**src/rtl/dam_pkg.sv**
```systemverilog
// Shared constants and types for the distance attenuation mixer.
// Used by dam_div and distance_attenuation_mixer_top; depends on nothing.
`timescale 1ns / 1ps
`default_nettype none

package dam_pkg;

    localparam int COORD_W          = 16;
    localparam int EXP_W            = 15;
    localparam int GAIN_W           = 16;
    localparam int SAMPLE_WIDTH_DEF = 16;

    localparam logic [EXP_W-1:0]  EXP_RESET  = 15'd4096;
    localparam logic [GAIN_W-1:0] GAIN_UNITY = 16'd32768;
    localparam logic [GAIN_W-1:0] GAIN_HALF  = 16'd16384;

    // Divider: 2^31 / D with D in [2^16, 2^31 + 2^17), 16 quotient bits.
    localparam int DEN_W        = 32;
    localparam int QUO_W        = 16;
    localparam int DIV_BITS     = 2;
    localparam int DIV_STAGES   = QUO_W / DIV_BITS;
    localparam logic [DEN_W-1:0] DIV_NUMER = 32'h8000_0000;

    // Flags that ride alongside the divider.
    typedef struct packed {
        logic szero;   // source and listener coincide
        logic gzero;   // power term overflowed, gain flushes to zero
    } gflag_t;

endpackage

`default_nettype wire

```
**src/rtl/dam_div.sv**
```systemverilog
// Pipelined restoring divider that forms 2^31 / den, two quotient bits per stage.
// Depends on dam_pkg.
`timescale 1ns / 1ps
`default_nettype none

module dam_div
    import dam_pkg::*;
(
    input  wire logic             clk,
    input  wire logic             en,
    input  wire logic [DEN_W-1:0] den,
    output logic      [QUO_W-1:0] quo
);

    logic [DEN_W-1:0] rem_reg [DIV_STAGES];
    logic [DEN_W-1:0] den_reg [DIV_STAGES];
    logic [QUO_W-1:0] quo_reg [DIV_STAGES];

    logic [DEN_W-1:0] rem_next [DIV_STAGES];
    logic [DEN_W-1:0] den_next [DIV_STAGES];
    logic [QUO_W-1:0] quo_next [DIV_STAGES];

    always_comb
    begin
        logic [DEN_W-1:0] r;
        logic [DEN_W-1:0] d;
        logic [QUO_W-1:0] q;
        int               sh;
        for (int j = 0; j < DIV_STAGES; j++)
        begin
            if (j == 0)
            begin
                r = DIV_NUMER;
                d = den;
                q = '0;
            end
            else
            begin
                r = rem_reg[j-1];
                d = den_reg[j-1];
                q = quo_reg[j-1];
            end
            for (int b = 0; b < DIV_BITS; b++)
            begin
                sh = QUO_W - 1 - j * DIV_BITS - b;
                if ((r >> sh) >= d)
                begin
                    r     = r - (d << sh);
                    q[sh] = 1'b1;
                end
            end
            rem_next[j] = r;
            den_next[j] = d;
            quo_next[j] = q;
        end
    end

    always_ff @(posedge clk)
    begin
        if (en)
        begin
            for (int j = 0; j < DIV_STAGES; j++)
            begin
                rem_reg[j] <= rem_next[j];
                den_reg[j] <= den_next[j];
                quo_reg[j] <= quo_next[j];
            end
        end
    end

    assign quo = quo_reg[DIV_STAGES-1];

endmodule

`default_nettype wire
```
**config.mk**
```make
export PLATFORM = sky130hd
export DESIGN_NAME = dam_div
export DESIGN_NICKNAME = d
export VERILOG_FILES = /design/src/rtl/dam_pkg.sv /design/src/rtl/dam_div.sv
export SDC_FILE = /design/constraint.sdc
export NUM_CORES = 1
export LEC_CHECK = 0
export BUFFER_PORTS_ARGS = -buffer_cell sky130_fd_sc_hd__buf_2
export CELL_PAD_IN_SITES_DETAIL_PLACEMENT = 0
export CELL_PAD_IN_SITES_GLOBAL_PLACEMENT = 1
export CORE_MARGIN = 5
export CORE_UTILIZATION = 30
export DETAILED_ROUTE_END_ITERATION = 12
export PLACE_DENSITY = 0.5
export SLEW_MARGIN = 10
export SYNTH_ARGS = -nofsm -noshare
export SYNTH_HDL_FRONTEND = slang
export SYNTH_SLANG_ARGS = --single-unit
```
**constraint.sdc**
```tcl
create_clock -name clk -period 5.8 [get_ports clk]
set_input_delay 0.87 -clock clk [delete_from_list [all_inputs] [get_ports clk]]
set_output_delay 0.87 -clock clk [all_outputs]
set_load 0.01 [all_outputs]
```
After elaboration in Yosys (flattened, before gate mapping)
Memory sizes are Yosys's and may differ from the RTL's.
Index checks and enable logic that the tools add are counted.
{"block": "word_totals", "memories": 3, "elab_cells": 69, "ramBits": 640, "reg_bits": 0, "output_inout_bits": 16, "inputBits": 34}
{"block": "op_classes", "addsub": 16, "muxes": 34, "order_cmp": 16}
{"memory": "den_reg", "depth": 8, "word_bits": 32, "read_ports": 7, "rd_clocked_by_memory_dff": 0, "wr": 8, "line_no": "dam_div.sv:16", "rtl": "logic [DEN_W-1:0] den_reg [DIV_STAGES];"}
{"memory": "rem_reg", "depth": 8, "word_bits": 32, "read_ports": 7, "rd_clocked_by_memory_dff": 0, "wr": 8, "line_no": "dam_div.sv:15", "rtl": "logic [DEN_W-1:0] rem_reg [DIV_STAGES];"}
{"memory": "quo_reg", "depth": 8, "word_bits": 16, "read_ports": 8, "rd_clocked_by_memory_dff": 0, "wr": 8, "line_no": "dam_div.sv:17", "rtl": "logic [QUO_W-1:0] quo_reg [DIV_STAGES];"}
{"cell": "two-way mux 32 bit", "count": 16}
{"cell": "subtractor 32 bit", "count": 15}
{"cell": ">= comparator 17 x 32 -> 1 bit (first input constant)", "count": 1}
{"cell": ">= comparator 18 x 32 -> 1 bit", "count": 1}
{"cell": ">= comparator 19 x 32 -> 1 bit", "count": 1}
{"cell": ">= comparator 20 x 32 -> 1 bit", "count": 1}
{"cell": ">= comparator 21 x 32 -> 1 bit", "count": 1}
{"cell": ">= comparator 22 x 32 -> 1 bit", "count": 1}
{"cell": ">= comparator 23 x 32 -> 1 bit", "count": 1}
{"cell": ">= comparator 24 x 32 -> 1 bit", "count": 1}
{"cell": ">= comparator 25 x 32 -> 1 bit", "count": 1}
{"cell": ">= comparator 26 x 32 -> 1 bit", "count": 1}
{"cell": ">= comparator 27 x 32 -> 1 bit", "count": 1}
{"cell": ">= comparator 28 x 32 -> 1 bit", "count": 1}
{"cell": ">= comparator 29 x 32 -> 1 bit", "count": 1}
{"cell": ">= comparator 30 x 32 -> 1 bit", "count": 1}
{"cell": ">= comparator 31 x 32 -> 1 bit", "count": 1}
{"cell": ">= comparator 32 bit", "count": 1}
{"cell": "subtractor 32 bit (first input constant)", "count": 1}
{"cell": "two-way mux 1 bit", "count": 18}

Logic depth before layout (Yosys ltp)
An unclocked memory read counts as a cell.
{"block": "logic_depth", "ltp_word": 5, "mapped_depth": 25, "ltp_nobuf": 23}

Worst setup path before layout
Ideal clock, no wire load.
{"block": "synth_timing", "path_kind": "register to register", "startpoint": "mem den_reg[5][0]", "endpoint": "mem rem_reg[6][10], data pin", "stages_incl_launch_ff": 25, "setup_time_ps": 260, "path_buffers": 2, "period_less_slack_ps": 5719, "required_ps": 5540, "arrival_time_ps": 5459, "path_slack_ps": 81, "cell_sequence": "edfxtp_1 inv_1 fa_1 a21o_1 a21oi_1 o211a_1 o21ai_1 a211o_1 o211ai_1 a21oi_1 o21ai_1 buf_2 mux2_2 ha_1 a21o_1 a2111oi_0 nand2_1 o21ai_1 o211ai_1 a31oi_1 nor2b_1 o31ai_1 inv_1 buf_2 mux2_2"}
{"element": "from (decl)", "line_no": "dam_div.sv:16"}
{"element": "to (decl)", "line_no": "dam_div.sv:15"}

==> results.md <==
* Outcome: finished, final reports clean
* Buf/Inv on CP at 7
* Post-DP Area at approximately 0.044 mm2
* Number of buffers inserted by port buffering at 49
* Cell count after synthesis at 3522
* Post-layout util at 39.68%
* 1st-pass router iterations at 7
* # Max-Cap Violations at 0
* Logic depth of the worst setup path including buffers at 25
* Yosys Warn Count at 0
* Boundary pin count at 50
* Crit Path Max Fanout at 9
* H-tree depth reported by CTS at 2
* DRC violation total after the first TritonRoute iteration at 1050
* Minimum setup slack among reg-to-reg paths at ~130 ps
* Filler cell count in the final layout at about 12000
* Sequential area share after synthesis at 39.35%
* Antenna violations before repair at 0
* CP required at 6170 ps
* Unrepaired setup endpoints after global routing: true
* Number of vias per cell after detailed routing at between 4 and 5
* Total inserted antenna cells at 0
* Routed wire length at 99.31 mm
* Sum of internal, switching and leakage power at 11.07 mW
* Post-synthesis async set-or-reset flop share at 0%
* WL met3 at between 1.5 and 2 mm
* Final cycle utilization of the critical path at a little under 100%
* Clock latency on the worst-skew pair at 670 ps
* Startpoint of the most critical setup path: den_reg[5][1]
* Time the worst path needs with I/O delays and setup at about 5700 ps
* Horizontal extent of the die at roughly 350 um
* Main synth FF type: sky130_fd_sc_hd__edfxtp_1
* Total of flip-flops plus latches after synthesis at roughly 460
* Syn nets at 3931
* Final design area excluding fillers at roughly 0.047 mm2
* Cell class contributing the biggest share of worst-path delay: compound AO/OA/AOI/OAI gates
* Most frequent standard cell in the layout excluding fill and tap cells: sky130_fd_sc_hd__buf_4
* Leakage power total at just over 20 nW
* Number of sinks handled by clock tree synthesis at roughly 460
* Number of cells on the worst reg-to-reg path at 25
* Path category of the worst min-delay check: flip-flop to flip-flop
* Uppermost signal routing layer after detailed routing: met4
* Vias at 28410
* DRC viols at 0
* Global-route total usage across every layer at 15.58%
* Net total in the final layout at 4839
* Final count of negative-setup-slack endpoints at 0
* Wire length of the first global-routing pass at 157.1 mm
* Die extent in y at 353.6 um
* FMAX at ~180 MHz
* Standard cell core area at 0.1176 mm2
* Detail Placement HPWL at around 80 mm
* Hold slack at ~410 ps
* Wirelength per Cell at 16.52 um
* Number of buffers created by CTS at 61
* Total Neg Setup Slack at 0 ps
* Last weighted congestion value of the routability-driven placer at 0.8266
* Data arrival time of the critical path at 6050 ps
* Final setup skew at about 50 ps
* Count of distinct cell types in the synthesized netlist at 88
* Area of the die at 0.1250 mm2
* Cell at the slowest stage of the critical path: sky130_fd_sc_hd__or4_1
* Final count of hold timing violations at 0
* Clock tree from TritonCTS: built
* Kind of capture point of the worst setup path: flip-flop
* Met1 Routed Length at ~38 mm
* Number of flip-flops in the largest register at 224
* CP most frequent cell: sky130_fd_sc_hd__buf_12
* Total met2 wirelength after detailed routing at roughly 55 mm
* Peak ir drop on the vdd network at 0.0002098 V
* Count of flip-flops with a built-in enable after synthesis at 464
* Slew of the pin with the lowest slew margin at 808.0 ps
* Leading cell types in the layout, fill and taps excluded: 832 x sky130_fd_sc_hd__buf_4, 464 x sky130_fd_sc_hd__edfxtp_1, 350 x sky130_fd_sc_hd__ha_1
* Normalized max-slew margin at between 40 and 50%
* Capturing element of the worst setup path: rem_reg[6][8]
* Via count of the first global-routing pass at approximately 30000
* Setup Crit Path Kind: flip-flop to flip-flop
* Critical register-to-register path startpoint: den_reg[5][1]
* Initial cell density of the core at between 30% and 40%
* Cell Area, Synth at about 0.035 mm2
* Rows at approximately 130
* Cell area power density at 237.2 mW/mm2
* CP Launch Type: flip-flop
* Capture point of the worst reg-to-reg path: rem_reg[6][8]
* Count of hold buffers inserted by post-cts repair at 0
* Grt total ovfl at 0
* Post-DRT Antenna Nets at 0
* Largest net degree at the start of global routing at 132
* Fraction of layout cells with a size suffix above 1 at around 30%
* Root buffer cell: sky130_fd_sc_hd__clkbuf_16
* Maximum number of buffers from clock root to sink at 3
* Mean instance size in the synthesized netlist at 10.05 um2
* Max-slew violations at 0
* Clock-pin transition on the worst setup and hold timing paths at ~50 ps
* Critical path's largest stage delay at 520 ps
* Area Growth Syn to Fin at 31.81%
-- metrics by stage --
stage,std cells,setup slack [ps]
5_1_grt,6011,-197.4
3_5_place_dp,5867,-565.5
4_1_cts,5992,1.329
2_1_floorplan,3522,81.19
3_3_place_gp,5867,-469.0
6_report,6011,125.3
-- power breakdown --
group	total (mW)	leakage (nW)	switching (mW)	internal, mW
clock	3.73	0.948	1.49	2.24
sequential	4.06	4.56	0.116	3.94
combinational	3.28	15.1	1.63	1.64
-- final cells by class --
class | instances | area, um2 | area share, %
Inverter | 286 | 1077 | 2.308
Sequential cell | 464 | 13930 | 29.85
Clock inverter | 38 | 389.1 | 0.8337
Clock buffer | 70 | 1582 | 3.389
Multi-Input combinational cell | 2707 | 20730 | 44.42
Tap cell | 1536 | 1922 | 4.118
Timing Repair Buffer | 910 | 7036 | 15.07
-- synth_stat cells (all sizes together) (20+ instances only) --
library cell,n,area (um2)
xor2,88,770.7
or3,29,191.4
nor4,25,156.4
nand4,49,306.5
o21a,48,360.4
a31oi,29,181.4
xnor2,202,1769
nand2b,48,300.3
mux2,200,2252
nor3,60,316.6
inv,285,1070
nand2,186,700.7
buf,25,142.6
ha,368,4604
o21bai,48,364.1
a21oi,335,1688
o211ai,20,150.1
clkbuf,41,153.9
edfxtp,464,13930
a211oi,31,237.7
nor2,257,1022
o31ai,25,187.7
nor2b,40,250.2
and3,20,125.1
a21o,154,1156
o21ai,187,935.9
nand3,53,265.3
-- metal layers --
layer	global-route usage [%]	up-vias
met5	0	-
met3	1.793	175
met2	31.74	248
met1	15.91	13080
li1	-	14900
met4	6.308	0
-- worst min-delay path by stage --
stage | startpoint | cells past startpoint | slack, ps | endpoint
finish | quo_reg[1][12] | 0 | 410 | quo_reg[1][28]
global route | den[26] | 1 | 360 | den_reg[0][26]
CTS | den[29] | 1 | 350 | den_reg[0][29]
detailed placement | quo_reg[0][28] | 0 | 400 | quo_reg[0][44]
global placement | quo_reg[1][29] | 0 | 400 | quo_reg[1][45]
floorplan | quo_reg[0][14] | 0 | 400 | quo_reg[0][30]
-- cells by family (layout without fill, tap and decap cells) --
kind of cell | Yosys count | after routing | share of synthesized area (%)
AND/OR/NAND/NOR | 836 | 836 | 11.72
XOR/XNOR | 290 | 290 | 7.173
flip-flops | 464 | 464 | 39.35
buffers and inverters | 352 | 1304 | 3.869
AO/OA/AOI/OAI | 1000 | 1001 | 17.98
adder cells (fa/ha/maj) | 375 | 375 | 13.40
multiplexers | 205 | 205 | 6.502
-- what timing repair did --
action	4_1_cts	5_1_grt
endpoints found under the setup margin	102	133
buffers inserted	14	19
pin swaps	21	45
gates cloned	3	2
resized for setup	47	92
No activity file was read; power rests on OpenSTA's default activity.
